**config.mk**
```make
export PLATFORM = sky130hd
export DESIGN_NAME = periodic_task_release_table_unit_flat
export DESIGN_NICKNAME = d
export VERILOG_FILES = /design/src/design/ptrt_pkg.sv /design/src/design/ptrt_if.sv /design/src/design/ptrt_div.sv /design/src/design/ptrt_mem.sv /design/src/design/periodic_task_release_table_unit.sv /design/src/flat_wrapper.sv
export SDC_FILE = /design/constraint.sdc
export NUM_CORES = 1
export LEC_CHECK = 0
export BUFFER_PORTS_ARGS = -buffer_cell sky130_fd_sc_hd__buf_2
export CORE_MARGIN = 8
export CORE_UTILIZATION = 45
export CTS_CLUSTER_DIAMETER = 60
export CTS_CLUSTER_SIZE = 25
export DETAILED_ROUTE_END_ITERATION = 6
export SLEW_MARGIN = 40
export SYNTH_ARGS = -nofsm -noshare
export SYNTH_HDL_FRONTEND = slang
export SYNTH_SLANG_ARGS = --single-unit
```
**constraint.sdc**
```tcl
create_clock -name clk_i -period 4 [get_ports clk_i]
set_clock_uncertainty 0.05 [all_clocks]
set_input_delay 1.2 -clock clk_i [delete_from_list [all_inputs] [get_ports clk_i]]
set_output_delay 1.2 -clock clk_i [all_outputs]
set_load 0.02 [all_outputs]
```
**src/design/ptrt_pkg.sv**
```systemverilog
// Shared constants, codes and types for the periodic task release table.
package ptrt_pkg;
  localparam int unsigned SlotCountDef = 8;
  localparam int unsigned CmdW = 3;
  localparam int unsigned IdW = 8;
  localparam int unsigned PerW = 16;
  localparam int unsigned StW = 2;
  localparam int unsigned GivenW = 6;
  localparam int unsigned MaskW = 8;
  localparam int unsigned CntW = 32;

  localparam logic [CmdW-1:0] CMD_TICK   = 3'd0;
  localparam logic [CmdW-1:0] CMD_ADD    = 3'd1;
  localparam logic [CmdW-1:0] CMD_REMOVE = 3'd2;
  localparam logic [CmdW-1:0] CMD_PAUSE  = 3'd3;
  localparam logic [CmdW-1:0] CMD_RESUME = 3'd4;
  localparam logic [CmdW-1:0] CMD_START  = 3'd5;
  localparam logic [CmdW-1:0] CMD_STOP   = 3'd6;
  localparam logic [CmdW-1:0] CMD_CLEAR  = 3'd7;

  localparam logic [StW-1:0] ST_OK       = 2'd0;
  localparam logic [StW-1:0] ST_SHORT    = 2'd1;
  localparam logic [StW-1:0] ST_FULL     = 2'd2;
  localparam logic [StW-1:0] ST_BAD_SLOT = 2'd3;

  // Request to the serial divider.
  typedef struct packed {
    logic            start;
    logic [CntW-1:0] dividend;
    logic [PerW-1:0] divisor;
  } div_req_t;

  typedef struct packed {
    logic            done;
    logic [CntW-1:0] quot;
    logic [PerW-1:0] rem;
  } div_rsp_t;
endpackage

```
**src/design/ptrt_if.sv**
```systemverilog
// Valid/ready channel interfaces for commands, results and configuration.
interface ptrt_cmd_if;
  import ptrt_pkg::*;
  logic            valid;
  logic            ready;
  logic [CmdW-1:0] command;
  logic [IdW-1:0]  task_id;
  logic [PerW-1:0] task_period;
  modport source(output valid, command, task_id, task_period, input ready);
  modport sink(input valid, command, task_id, task_period, output ready);
endinterface

interface ptrt_rsp_if;
  import ptrt_pkg::*;
  logic              valid;
  logic              ready;
  logic [StW-1:0]    status;
  logic [GivenW-1:0] slot_given;
  logic [MaskW-1:0]  due_mask;
  modport source(output valid, status, slot_given, due_mask, input ready);
  modport sink(input valid, status, slot_given, due_mask, output ready);
endinterface

interface ptrt_cfg_if;
  import ptrt_pkg::*;
  logic            valid;
  logic            ready;
  logic [PerW-1:0] data;
  modport source(output valid, data, input ready);
  modport sink(input valid, data, output ready);
endinterface

```
**src/design/ptrt_div.sv**
```systemverilog
// Restoring divider, one quotient bit per cycle, 32-bit dividend by 16-bit divisor.
module ptrt_div
  import ptrt_pkg::*;
(
  input  logic     clk_i,
  input  logic     rst_ni,
  input  div_req_t req_i,
  output div_rsp_t rsp_o
);
  localparam int unsigned StepW = $clog2(CntW + 1);

  logic [StepW-1:0] step_q, step_d;
  logic             busy_q, busy_d;
  logic [CntW-1:0]  quot_q, quot_d;
  logic [PerW:0]    rem_q, rem_d;
  logic [PerW-1:0]  dsr_q, dsr_d;
  logic             done_q, done_d;
  logic [PerW+1:0]  trial;

  always_comb begin
    step_d = step_q;
    busy_d = busy_q;
    quot_d = quot_q;
    rem_d  = rem_q;
    dsr_d  = dsr_q;
    done_d = 1'b0;
    trial  = '0;
    if (req_i.start) begin
      busy_d = 1'b1;
      step_d = '0;
      quot_d = req_i.dividend;
      rem_d  = '0;
      dsr_d  = req_i.divisor;
    end else if (busy_q) begin
      trial = {rem_q, quot_q[CntW-1]} - {2'b00, dsr_q};
      quot_d = {quot_q[CntW-2:0], ~trial[PerW+1]};
      rem_d  = trial[PerW+1] ? {rem_q[PerW-1:0], quot_q[CntW-1]} : trial[PerW:0];
      step_d = step_q + 1'b1;
      if (step_q == StepW'(CntW - 1)) begin
        busy_d = 1'b0;
        done_d = 1'b1;
      end
    end
  end

  always_ff @(posedge clk_i or negedge rst_ni) begin
    if (!rst_ni) begin
      busy_q <= 1'b0;
      done_q <= 1'b0;
      step_q <= '0;
    end else begin
      busy_q <= busy_d;
      done_q <= done_d;
      step_q <= step_d;
    end
  end

  always_ff @(posedge clk_i) begin
    quot_q <= quot_d;
    rem_q  <= rem_d;
    dsr_q  <= dsr_d;
  end

  assign rsp_o.done = done_q;
  assign rsp_o.quot = quot_q;
  assign rsp_o.rem  = rem_q[PerW-1:0];
endmodule

```
**src/design/ptrt_mem.sv**
```systemverilog
// Slot period memory with a registered read port and one write port.
module ptrt_mem
  import ptrt_pkg::*;
#(
  parameter int unsigned SlotCount = SlotCountDef,
  localparam int unsigned AW = (SlotCount > 1) ? $clog2(SlotCount) : 1
) (
  input  logic            clk_i,
  input  logic [AW-1:0]   raddr_i,
  output logic [PerW-1:0] rdata_o,
  input  logic            we_i,
  input  logic [AW-1:0]   waddr_i,
  input  logic [PerW-1:0] wdata_i
);
  logic [PerW-1:0] mem_q [SlotCount];

  always_ff @(posedge clk_i) begin
    if (we_i) begin
      mem_q[waddr_i] <= wdata_i;
    end
    rdata_o <= mem_q[raddr_i];
  end
endmodule

```
**src/design/periodic_task_release_table_unit.sv**
```systemverilog
// Top level of the periodic task release table.
// One command item is taken at a time and answered with exactly one result item. Table
// commands go straight to the result; an add runs the period through the serial divider
// that turns it into ticks, and a tick while started walks the slots, one memory read and
// one modulo in the serial divider a slot. The slot flags sit in flip-flops that reset and
// clear empty at once; the period memory needs no clearing pass because an unassigned
// slot's period is never used.
module periodic_task_release_table_unit
  import ptrt_pkg::*;
#(
  parameter int unsigned SLOT_COUNT = SlotCountDef
) (
  input logic     clk_i,
  input logic     rst_ni,
  ptrt_cmd_if.sink   cmd,
  ptrt_rsp_if.source rsp,
  ptrt_cfg_if.sink   cfg
);
  localparam int unsigned AW = (SLOT_COUNT > 1) ? $clog2(SLOT_COUNT) : 1;
  localparam int unsigned SW = $clog2(SLOT_COUNT + 1);

  localparam logic [2:0] S_IDLE = 3'd0;
  localparam logic [2:0] S_ADIV = 3'd1;
  localparam logic [2:0] S_TRD  = 3'd2;
  localparam logic [2:0] S_TDIV = 3'd3;
  localparam logic [2:0] S_OUT  = 3'd4;

  logic [2:0]          state_q, state_d;
  logic [PerW-1:0]     base_q;
  logic [SLOT_COUNT-1:0] asg_q, asg_d, run_q, run_d;
  logic [CntW-1:0]     cnt_q, cnt_d;
  logic                started_q, started_d;
  logic [SW-1:0]       slot_q, slot_d;
  logic [StW-1:0]      st_q, st_d;
  logic [GivenW-1:0]   given_q, given_d;
  logic [MaskW-1:0]    mask_q, mask_d;
  logic [PerW-1:0]     per_q, per_d;
  logic                free_found;
  logic [AW-1:0]       free_idx;
  logic                we;
  logic [AW-1:0]       waddr, raddr;
  logic [PerW-1:0]     wdata, rdata;
  div_req_t            dreq;
  div_rsp_t            drsp;
  logic                take;

  assign cmd.ready = (state_q == S_IDLE) && !rsp.valid;
  assign cfg.ready = 1'b1;
  assign take = cmd.valid && cmd.ready;
  assign rsp.valid  = (state_q == S_OUT);
  assign rsp.status = st_q;
  assign rsp.slot_given = given_q;
  assign rsp.due_mask = mask_q;

  always_comb begin
    free_found = 1'b0;
    free_idx = '0;
    for (int i = SLOT_COUNT - 1; i >= 0; i--) begin
      if (!asg_q[i]) begin
        free_found = 1'b1;
        free_idx = AW'(i);
      end
    end
  end

  ptrt_mem #(.SlotCount(SLOT_COUNT)) u_mem (
    .clk_i, .raddr_i(raddr), .rdata_o(rdata),
    .we_i(we), .waddr_i(waddr), .wdata_i(wdata)
  );

  ptrt_div u_div (.clk_i, .rst_ni, .req_i(dreq), .rsp_o(drsp));

  always_comb begin
    state_d = state_q;
    asg_d = asg_q;
    run_d = run_q;
    cnt_d = cnt_q;
    started_d = started_q;
    slot_d = slot_q;
    st_d = st_q;
    given_d = given_q;
    mask_d = mask_q;
    per_d = per_q;
    we = 1'b0;
    waddr = free_idx;
    wdata = drsp.quot[PerW-1:0];
    dreq = '0;
    case (state_q)
      S_IDLE: begin
        if (take) begin
          st_d = ST_OK;
          given_d = '0;
          mask_d = '0;
          slot_d = '0;
          state_d = S_OUT;
          case (cmd.command)
            CMD_TICK: begin
              if (started_q) begin
                cnt_d = cnt_q + 1'b1;
                state_d = S_TRD;
              end
            end
            CMD_ADD: begin
              if (cmd.task_period <= base_q) begin
                st_d = ST_SHORT;
              end else if (!free_found) begin
                st_d = ST_FULL;
              end else begin
                dreq.start = 1'b1;
                dreq.dividend = CntW'(cmd.task_period);
                dreq.divisor = (base_q == '0) ? PerW'(1) : base_q;
                given_d = GivenW'(free_idx);
                state_d = S_ADIV;
              end
            end
            CMD_REMOVE, CMD_PAUSE, CMD_RESUME: begin
              if (32'(cmd.task_id) >= SLOT_COUNT) begin
                st_d = ST_BAD_SLOT;
              end else if (cmd.command == CMD_REMOVE) begin
                asg_d[cmd.task_id[AW-1:0]] = 1'b0;
                run_d[cmd.task_id[AW-1:0]] = 1'b0;
              end else begin
                run_d[cmd.task_id[AW-1:0]] = (cmd.command == CMD_RESUME);
              end
            end
            CMD_START: started_d = 1'b1;
            CMD_STOP:  started_d = 1'b0;
            CMD_CLEAR: begin
              asg_d = '0;
              run_d = '0;
              cnt_d = '0;
            end
            default: st_d = ST_OK;
          endcase
        end
      end
      S_ADIV: begin
        waddr = given_q[AW-1:0];
        if (drsp.done) begin
          we = 1'b1;
          asg_d[given_q[AW-1:0]] = 1'b1;
          run_d[given_q[AW-1:0]] = 1'b1;
          state_d = S_OUT;
        end
      end
      S_TRD: begin
        // The period of the current slot was read at the edge that entered this state.
        if (slot_q == SW'(SLOT_COUNT)) begin
          state_d = S_OUT;
        end else begin
          state_d = S_TDIV;
          per_d = rdata;
          dreq.start = 1'b1;
          dreq.dividend = cnt_q;
          dreq.divisor = (rdata == '0) ? PerW'(1) : rdata;
        end
      end
      S_TDIV: begin
        if (drsp.done) begin
          if (asg_q[slot_q[AW-1:0]] && run_q[slot_q[AW-1:0]] && per_q != '0 &&
              drsp.rem == '0 && 32'(slot_q) < MaskW) begin
            mask_d[slot_q[$clog2(MaskW)-1:0]] = 1'b1;
          end
          slot_d = slot_q + 1'b1;
          state_d = S_TRD;
        end
      end
      S_OUT: begin
        if (rsp.ready) state_d = S_IDLE;
      end
      default: state_d = S_IDLE;
    endcase
    // The memory is addressed with the slot that the next cycle works on.
    raddr = slot_d[AW-1:0];
  end

  always_ff @(posedge clk_i or negedge rst_ni) begin
    if (!rst_ni) begin
      state_q <= S_IDLE;
      base_q <= PerW'(1);
      asg_q <= '0;
      run_q <= '0;
      cnt_q <= '0;
      started_q <= 1'b0;
      slot_q <= '0;
    end else begin
      state_q <= state_d;
      if (cfg.valid && cfg.ready) base_q <= cfg.data;
      asg_q <= asg_d;
      run_q <= run_d;
      cnt_q <= cnt_d;
      started_q <= started_d;
      slot_q <= slot_d;
    end
  end

  always_ff @(posedge clk_i) begin
    st_q <= st_d;
    given_q <= given_d;
    mask_q <= mask_d;
    per_q <= per_d;
  end

  assert property (@(posedge clk_i) disable iff (!rst_ni)
    rsp.valid && !rsp.ready |=> rsp.valid)
    else $error("result item dropped while stalled");
  assert property (@(posedge clk_i) disable iff (!rst_ni)
    rsp.valid && rsp.status != ST_OK |-> rsp.due_mask == '0 && rsp.slot_given == '0)
    else $error("error result carries a mask or slot");
  assert property (@(posedge clk_i) disable iff (!rst_ni)
    take |=> !cmd.ready)
    else $error("second item taken before the result left");
  assert property (@(posedge clk_i) disable iff (!rst_ni)
    state_q == S_ADIV && drsp.done |=> asg_q[$past(given_q[AW-1:0])])
    else $error("added slot not marked assigned");
endmodule

```
**src/flat_wrapper.sv**
```systemverilog
// flat-port wrapper written by rule: the top's interface ports become plain ports
module periodic_task_release_table_unit_flat import ptrt_pkg::*;
#(
  parameter int unsigned SLOT_COUNT = SlotCountDef
)
  (clk_i, rst_ni, cmd_valid, cmd_command, cmd_task_id, cmd_task_period, cmd_ready, rsp_valid, rsp_status, rsp_slot_given, rsp_due_mask, rsp_ready, cfg_valid, cfg_data, cfg_ready);
  ptrt_cmd_if cmd_i ();
  ptrt_rsp_if rsp_i ();
  ptrt_cfg_if cfg_i ();
  input logic clk_i;
  input logic rst_ni;
  input wire logic [$bits(cmd_i.valid)-1:0] cmd_valid;
  input wire logic [$bits(cmd_i.command)-1:0] cmd_command;
  input wire logic [$bits(cmd_i.task_id)-1:0] cmd_task_id;
  input wire logic [$bits(cmd_i.task_period)-1:0] cmd_task_period;
  output wire logic [$bits(cmd_i.ready)-1:0] cmd_ready;
  output wire logic [$bits(rsp_i.valid)-1:0] rsp_valid;
  output wire logic [$bits(rsp_i.status)-1:0] rsp_status;
  output wire logic [$bits(rsp_i.slot_given)-1:0] rsp_slot_given;
  output wire logic [$bits(rsp_i.due_mask)-1:0] rsp_due_mask;
  input wire logic [$bits(rsp_i.ready)-1:0] rsp_ready;
  input wire logic [$bits(cfg_i.valid)-1:0] cfg_valid;
  input wire logic [$bits(cfg_i.data)-1:0] cfg_data;
  output wire logic [$bits(cfg_i.ready)-1:0] cfg_ready;
  assign cmd_i.valid = cmd_valid;
  assign cmd_i.command = cmd_command;
  assign cmd_i.task_id = cmd_task_id;
  assign cmd_i.task_period = cmd_task_period;
  assign cmd_ready = cmd_i.ready;
  assign rsp_valid = rsp_i.valid;
  assign rsp_status = rsp_i.status;
  assign rsp_slot_given = rsp_i.slot_given;
  assign rsp_due_mask = rsp_i.due_mask;
  assign rsp_i.ready = rsp_ready;
  assign cfg_i.valid = cfg_valid;
  assign cfg_i.data = cfg_data;
  assign cfg_ready = cfg_i.ready;
  periodic_task_release_table_unit #(.SLOT_COUNT(SLOT_COUNT)) u_core (.clk_i(clk_i), .rst_ni(rst_ni), .cmd(cmd_i), .rsp(rsp_i), .cfg(cfg_i));
endmodule
```
Word-level counts from Yosys, hierarchy flattened. Memories as Yosys holds them, arrays and structs flattened. A register that Yosys moved wholly into a read port is not among the register bits. Index checks and enable logic that the tools add are counted.

Memories kept: 1. Output and inout bits: 19. Logic and storage cells: 185. Bits in writable memories: 128. Register bits after elaboration: 177.

$add $sub $neg: 4. Multiplexer cells: 87. Equality and inequality tests: 22. Bitwise gates (word level): 10. Order comparisons: 9. Reductions and logical operators: 33.

Memory list: u_core.u_mem.mem_q (words 8, width 16, read ports 1, clocked after Yosys merged registers in 1, wr ports 1, RTL line ptrt_mem.sv:15) `logic [PerW-1:0] mem_q [SlotCount];`.

Operator list (number): $mux 49 (5); $pmux 49 s2 (1); $mux 32 (3); $mux 8 (11); $pmux 8 s2 (5); $pmux 32 s2 (1); $mux 3 (17); $logic_not 16->1 (3); $add 32x1->32 const B (1); $mux 16 (2); $or 8x8->8 (3); $mux 1 (23); $sub 18x16->18 (1); $mux 17 (1); $and 8x8->8 (2); $le 16x16->1 (1); $reduce_bool 16->1 (1); $eq 3x3->1 const B (5); $pmux 3 s5 (1); $eq 3x2->1 const B (4); $lt 3x4->1 const B (3); $mux 6 (2); $reduce_and 4->1 (3); $reduce_bool 2->1 (5); other kinds (31) (61).

Longest topological paths before layout. Gate-level depths: netlist of the first run.

Depth in word-level cells: 14. Depth in mapped cells: 12. Mapped depth without buffers: 10.

Hierarchy. From an unflattened synthesis of the first run, not the netlist that was laid out.

Cells, all modules: 1338. Area, all modules: 15905.3 sq um.

Modules (own cells, without submodules): periodic_task_release_table_unit (instances 1, sequential area each 2673.8 sq um, cells each 758, area each 6627.6 sq um); ptrt_mem (instances 1, sequential area each 4164.0 sq um, cells each 214, area each 5293.8 sq um); ptrt_div (instances 1, sequential area each 1981.9 sq um, cells each 366, area each 3983.8 sq um).

Least setup slack after synthesis of the first run. No wires, ideal clock.

Kind: input port to flip-flop. Start point: input cmd_task_period[11]. End point: register u_core.u_div.dsr_q[0] (enable). Slack: 0.024 ns. Stages on the path: 9. Data arrival time: 3.539 ns. Data required time: 3.563 ns. Cells stage by stage: ha_1 > nand4_1 > or3_1 > a21oi_1 > a2111oi_4 > nor3_2 > nor2_1 > inv_1 > clkbuf_1.

Word-level cells in the longest chain between the ends: 5.

Ends and longest elaborated chain: start: declaration (RTL line flat_wrapper.sv:15) `input wire logic [$bits(cmd_i.task_period)-1:0] cmd_task_period;`; $le 16x16->1 (RTL line periodic_task_release_table_unit.sv:104) `if (cmd.task_period <= base_q) begin`; $mux 49 (RTL line periodic_task_release_table_unit.sv:104); $mux 49 (RTL line periodic_task_release_table_unit.sv:96) `case (cmd.command)`; $mux 49 (RTL line periodic_task_release_table_unit.sv:90) `if (take) begin`; $pmux 49 s2 (RTL line periodic_task_release_table_unit.sv:88) `case (state_q)`; end signal: assignment (RTL line ptrt_div.sv:61) `dsr_q <= dsr_d;`; end: declaration (RTL line ptrt_div.sv:16) `logic [PerW-1:0] dsr_q, dsr_d;`.

No other way between the ends. A chain may end at the register's enable or synchronous reset.

Final worst setup path of the first run.
Start point: input cmd_task_period[7]. End point: register u_core.u_div.quot_q[5] (data pin).

Word-level cells in the longest chain between the ends: 6.

Ends and longest elaborated chain: $le 16x16->1 (RTL line periodic_task_release_table_unit.sv:104); $mux 49 (RTL line periodic_task_release_table_unit.sv:104); $mux 49 (RTL line periodic_task_release_table_unit.sv:96); $mux 49 (RTL line periodic_task_release_table_unit.sv:90); $pmux 49 s2 (RTL line periodic_task_release_table_unit.sv:88); $mux 32 (RTL line ptrt_div.sv:28) `if (req_i.start) begin`; named net u_core.u_div.quot_d[5] (RTL line ptrt_div.sv:14) `logic [CntW-1:0] quot_q, quot_d;`; end signal: assignment (RTL line ptrt_div.sv:59) `quot_q <= quot_d;`; end: declaration (RTL line ptrt_div.sv:14).

The timed path passes the listed nets, and every way through them passes these cells.

==> results of run 1 <==
registers in the layout, indices dropped and copies added, names as in the netlist, 6 cells and up:
register and count:
u_core.base_q 16, u_core.u_div.dsr_q 16, u_core.asg_q 8, u_core.u_mem.rdata_o 16, u_core.u_mem.mem_q 128, u_core.run_q 8
u_core.per_q 16, u_core.u_div.step_q 6, u_core.cnt_q 32, u_core.u_div.quot_q 32, u_core.u_div.rem_q 17, u_core.rsp.due_mask 8
cell usage after synthesis (all sizes together), types with 19 or more instances:
cell / number
a31oi: 19
a21oi: 48
nor2: 98
ha: 36
clkbuf: 47
and3: 22
buf: 26
xnor2: 19
nand2: 232
inv: 73
xor2: 23
edfxtp: 205
o21ai: 89
dfrtp: 79
dfxtp: 33
nand3: 60
worst register-to-register path, delay by kind of cell (launching register included):
| kind | cells | cell delay (ns) |
|---|---|---|
| and+or+nand+nor | 3 | 0.76 |
| AOI/OAI and AO/OA | 3 | 0.67 |
| DFF | 1 | 0.58 |
| muxes | 1 | 0.51 |
| buffers and inverters | 2 | 0.47 |
cells in the final DEF (no fill, tap or decap), types with 19 or more instances in the layout:
master,count
nor2_1,93
edfxtp_1,205
dfrtp_1,79
and3_1,22
buf_2,61
xnor2_1,19
nand3_1,60
dfxtp_1,33
xor2_1,22
clkbuf_16,27
inv_1,71
a21oi_1,46
o21ai_0,87
ha_1,36
buf_4,36
nand2_1,232
a31oi_1,19
logic make-up after synthesis:
logic type	after synthesis	share of synthesized area (%)
compound gates	286	12.98
other cells	2	0.05024
fa+ha+maj	37	3.147
flops	318	59.00
xor+xnor	42	2.511
simple gates	529	16.62
buf+inv	147	4.093
mux	21	1.599
cell type report:
class / count / area (um2) / area share [%]
timing repair buffer: 103 / 689.4 / 4.091
clock inverter: 20 / 239.0 / 1.418
multi-input combinational: 919 / 5577 / 33.10
clock buffer: 28 / 689.4 / 4.091
inverter: 74 / 282.8 / 1.678
sequential: 318 / 8820 / 52.34
tap: 442 / 553.0 / 3.282
worst max path at each step:
stage,slack (ns),to,cells after the start,from
after floorplan,0.02,u_core.u_div.dsr_q[0],9,cmd_task_period[11]
after global placement,0.24,u_core.u_div.quot_q[5],10,cmd_task_period[7]
after detailed placement,0.22,u_core.u_div.quot_q[5],10,cmd_task_period[7]
after CTS,0.81,u_core.u_div.quot_q[5],10,cmd_task_period[7]
after global routing,0.61,u_core.u_mem.rdata_o[6],9,u_core.state_q[1]
final,0.78,u_core.u_div.quot_q[5],10,cmd_task_period[7]
power by group:
group / internal, mW / switching, mW
Clock: 1.40 / 1.37
Combinational: 1.15 / 1.61
Sequential: 4.26 / 0.552
metal layers:
layer  global-route usage (%)  up-vias  share of wire (%)
met5                        0        -                  0
met4                    4.618        0                1.8
met3                    2.598       43                4.0
met2                    31.81      217                 48
met1                    25.90     5298                 46
li1                         -     5114                  -
through the flow:
step	utilization, %	setup slack [ns]	instance area, um2
2_1_floorplan	-	0.02407	14960
3_3_place_gp	48.79	0.2440	15920
3_5_place_dp	48.80	0.2222	15920
4_1_cts	51.65	0.8136	16850
5_1_grt	51.66	0.6144	16850
6_report	51.66	0.7804	16850
==> key figures, run 1 <==
Run status
  • Outcome: completed

Cells and area
  • Fin cells: 1904
  • Final #Nets: 1527
  • Synth-to-layout area growth: 12.71%
  • Fillers: about 3000
  • ANT cells: 0
  • Share of layout cells above drive strength 1: 13.95%

Worst setup path
  • Crit Path Class: input port to register
  • CP cell instances: buf_2 > ha_1 > a21oi_1 > o21a_1 > o211ai_1 > a2111oi_4 > nor4_4 > buf_4 > a22oi_1 > o21ai_0
  • CP top delay family: compound AO/OA/AOI/OAI gates
  • Crit path max fanout: 32
  • Max stage delay on crit path: around 0.6 ns
  • Crit path DAT: ~3.5 ns
  • Reg2Reg Depth: 9
  • Critical Path End Type: register
  • R2R Path End: u_core.u_mem.rdata_o[6]
  • WP data required: approximately 4.2 ns
  • Critical-path top delay cell: a2111oi_4
  • Reg2Reg Launch Point: u_core.state_q[1]
  • R2r setup slk: 0.90 ns
  • CP startpoint kind: input port
  • WP buf/inv: 2

Synthesis
  • Synth cell types: between 70 and 80
  • Register area share after synthesis: 59.00%
  • Syn_area_per_cell: approximately 11 um2
  • Leading area contributor after synthesis: edfxtp_1
  • Main area contributors after synthesis: edfxtp_1, dfrtp_1, nand2_1
  • Post-synth EDFFs: 205
  • FF+latch count, synth: 318
  • Area share of the largest cell type after synthesis: approximately two fifths
  • Asr flop ratio synth: 25.16%
  • Synth Cell Area: 14950 um2
  • Post-synthesis cell count: 1382
  • Ys flop type: edfxtp_1
  • YS warnings: 0

Global routing
  • Initial antenna violation count: 1
  • Vias in the first global route: 10633
  • Largest net degree at the start of global routing: approximately 80
  • GR Overflow Total: 0
  • GRT Total Usage: between 10% and 20%
  • Global-route wire length before repair: slightly below 60000 um

Routing
  • First DRT Iteration DRCs: 726
  • Avg WL per Cell: 19.82 um
  • Via count: 10672
  • # DRC: 0
  • Vias per cell: ~5.6
  • WL final: between 30000 and 40000 um
  • TritonRoute pass-1 iters: 6
  • ANT nets after route: 0

Clocking
  • Clock buffer depth: 3
  • TritonCTS clock tree: built
  • CTS Buf Count: 26
  • Post-CTS sizing: 0
  • Post-CTS Setup Inserts: 0
  • H-tree depth: 1
  • Hold-fix buffers at CTS: 0
  • Clk Tree Root Cell: clkbuf_16
  • Latest clock arrival within the worst-skew pair: 0.56 ns
  • Reg clk slew, reported paths: roughly 0.080 ns
  • Clock sink total: 318

Min path
  • Hold depth: 1
  • Hold Path Sink: u_core.u_div.done_q
  • Worst Hold Class: register to register
  • Hold path startpoint: u_core.u_div.step_q[5]

STA
  • RSZ-0062 raised after global routing: no
  • Fmax: 0.3106 GHz
  • Final setup fails: 0
  • Slew Limit Fails: 0
  • Slew headroom: approximately 45%
  • Total negative slack: 0 ns
  • Worst slew pin tran: approximately 0.83 ns
  • Final Hold Vio Count: 0
  • Hold slack final: 0.4279 ns
  • Fin crit period: 3.220 ns
  • Tcrit/Tclk final: between 80% and 90%

Floorplan
  • Die width: 198.3 um
  • Initial core utilization: 45.83%
  • Die height: 198.3 um
  • # IOs: 67
  • Core ar.: 32620 um2
  • Die area: 39310 um2
  • Std cell rows: 66

Power
  • PwrDens: 614.3 nW/um2
  • Worst IR Drop VDD: 338.3 uV
  • Lkg Pwr: 6.666 nW
  • Final total power: 10.35 mW

Place
  • Post-DP HPWL: approximately 26000 um
  • Final RePlAce weighted congestion: 0.9019
  • IO Port Bufs: 62
  • Dpl cells: 1856

Run
  • Max-cap violations: 0
(Power assumes the default switching activity.)
==> inputs of run 2 (changes only) <==
==> constraint.sdc (replaced) <==
create_clock -name clk_i -period 3.1 [get_ports clk_i]
set_clock_uncertainty 0.05 [all_clocks]
set_input_delay 0.93 -clock clk_i [delete_from_list [all_inputs] [get_ports clk_i]]
set_output_delay 0.93 -clock clk_i [all_outputs]
set_load 0.02 [all_outputs]
==> run 2 against run 1 <==
Setup slack got worse by 0.50 ns. Total power is 32% higher. Critical path depth rose by 2. Global-route usage shrank 0.33 points. Worst hold slack worse by 0.090 ns. Clock power rose by 32%. Via count down 0.35%. Non-clock buffer count grew 49.
==> key figures, run 2 (synthesis gave the netlist of run 1 again) <==
STA
  • Slew Limit Fails: 0
  • Slew headroom: 56.86%
  • Fin crit period: between 2 and 3 ns
  • RSZ-0062 raised after global routing: no
  • Worst slew pin tran: 0.6471 ns
  • Hold slack final: 0.3383 ns
  • Final Hold Vio Count: 0
  • Final setup fails: 0
  • Tcrit/Tclk final: 90.83%
  • Fmax: 0.3551 GHz

Routing
  • TritonRoute pass-1 iters: 5
  • Wire length on met2: 17240 um
  • Highest routed layer: met4
  • ANT nets after route: 0
  • First DRT Iteration DRCs: 737
  • # DRC: 0
  • Vias per cell: roughly 5.4
  • WL final: 37120 um
  • Avg WL per Cell: 19.01 um
  • Met3 wire length: 1531 um
  • Met1 wire length: ~18000 um
  • Via count: 10635

Cells and area
  • Final #Nets: 1576
  • ANT cells: 0
  • Regs by FF count: u_core.u_mem.mem_q x128, u_core.cnt_q x32, u_core.u_div.quot_q x32
  • Top reg by flops: u_core.u_mem.mem_q
  • Synth-to-layout area growth: 16.39%
  • Core Util, Final: 53.34%
  • Commonest non-fill, non-tap cell in the layout: nand2_1
  • Share of layout cells above drive strength 1: 16.81%
  • Max FFs per register: between 100 and 150
  • Most frequent cells in the layout: nand2_1, edfxtp_1, nor2_1, o21ai_0, dfrtp_1
  • Fillers: ~2800

Clocking
  • Clock buffer depth: 3
  • Clk Tree Root Cell: clkbuf_16
  • Post-CTS Setup Inserts: 0
  • TritonCTS clock tree: built
  • CTS Buf Count: 26
  • Clock sink total: between 300 and 400
  • Post-CTS sizing: 0
  • Latest clock arrival within the worst-skew pair: 0.56 ns
  • Reg clk slew, reported paths: 0.08 ns
  • H-tree depth: 1
  • Hold-fix buffers at CTS: 0

Worst setup path
  • WP data required: 3.51 ns
  • R2r setup slk: about 0.28 ns
  • Crit Path Class: register to register
  • Critical path origin: u_core.base_q[7]
  • Crit path DAT: 3.23 ns
  • R2R Path End: u_core.u_div.rem_q[0]
  • Reg2Reg Launch Point: u_core.base_q[7]
  • Reg2Reg Depth: 12
  • Critical Path End Type: register
  • Crit path max fanout: 42
  • CP startpoint kind: register

Place
  • Final RePlAce weighted congestion: 0.8964
  • IO Port Bufs: a little over 60
  • Post-DP HPWL: 26030 um

Floorplan
  • Core ar.: 32620 um2
  • Die height: about 200 um
  • Initial core utilization: 45.83%
  • # IOs: between 60 and 70
  • Die width: 198.3 um
  • Die area: 39310 um2
  • Std cell rows: 66

Global routing
  • Global-route wire length before repair: roughly 58000 um
  • Initial antenna violation count: 1
  • GR Overflow Total: 0
  • GRT Total Usage: 18.69%
  • Largest net degree at the start of global routing: 48
  • Vias in the first global route: 10451

Power
  • Worst IR Drop VDD: around 420 uV
  • Final total power: ~14 mW
  • PwrDens: 782.3 nW/um2
  • Lkg Pwr: 6.945 nW

Run status
  • Outcome: completed

Min path
  • Worst Hold Class: input port to asynchronous set/reset pin

Run
  • Max-cap violations: 0
run 2: final cells by class:
cell class	count	area, um2	area share (%)
well taps	442	553.0	3.178
clock inverters	20	294.0	1.690
inverters	74	282.8	1.625
flip-flops and latches	318	8820	50.69
multi-input cells	919	5594	32.15
clock buffers	28	679.4	3.905
repair buffers	152	1176	6.760
run 2: layer usage:
metal / track usage, % / vias up
li1: - / 5203
met3: 2.224 / 51
met1: 26.62 / 5145
met4: 4.452 / 0
met2: 30.15 / 236
met5: 0 / -
run 2: per-stage QoR:
| stage | instance area (um2) | setup WS, ns | cells | TNS, ns |
|---|---|---|---|---|
| floorplan | 15000 | 0.01569 | 1384 | 0 |
| detailed placement | 16430 | -0.2347 | 1905 | -15.31 |
| CTS | 17400 | 0.2531 | 1953 | 0 |
| global route | 17400 | 0.1192 | 1953 | 0 |
| finish | 17400 | 0.2842 | 1953 | 0 |
| global placement | 16430 | -0.1365 | 1905 | -8.499 |
run 2: how the worst max path moves through the flow:
stage                         endpoint  slack (ns)  depth (start not counted)
2_1_floorplan   u_core.u_div.quot_q[0]        0.02                          7
3_3_place_gp   u_core.u_div.quot_q[30]       -0.14                          9
3_5_place_dp       u_core.u_div.done_q       -0.23                         11
4_1_cts         u_core.rsp.due_mask[7]        0.25                          5
5_1_grt          u_core.u_div.rem_q[5]        0.12                         12
6_report         u_core.u_div.rem_q[0]        0.28                         12
run 2: power by group:
part | switching [mW] | internal (mW)
logic | 2.13 | 1.63
registers | 0.680 | 5.50
clock network | 1.88 | 1.78
run 2: critical path, cell delays in order (launching register included):
cell and delay, ns:
dfrtp_1 0.43, inv_1 0.12, ha_1 0.32, a21oi_1 0.15, o21a_1 0.13, o211ai_1 0.13
a2111oi_4 0.55, nor3_4 0.05, nor2_1 0.17, inv_1 0.10, buf_12 0.19, buf_12 0.15
a211oi_1 0.17
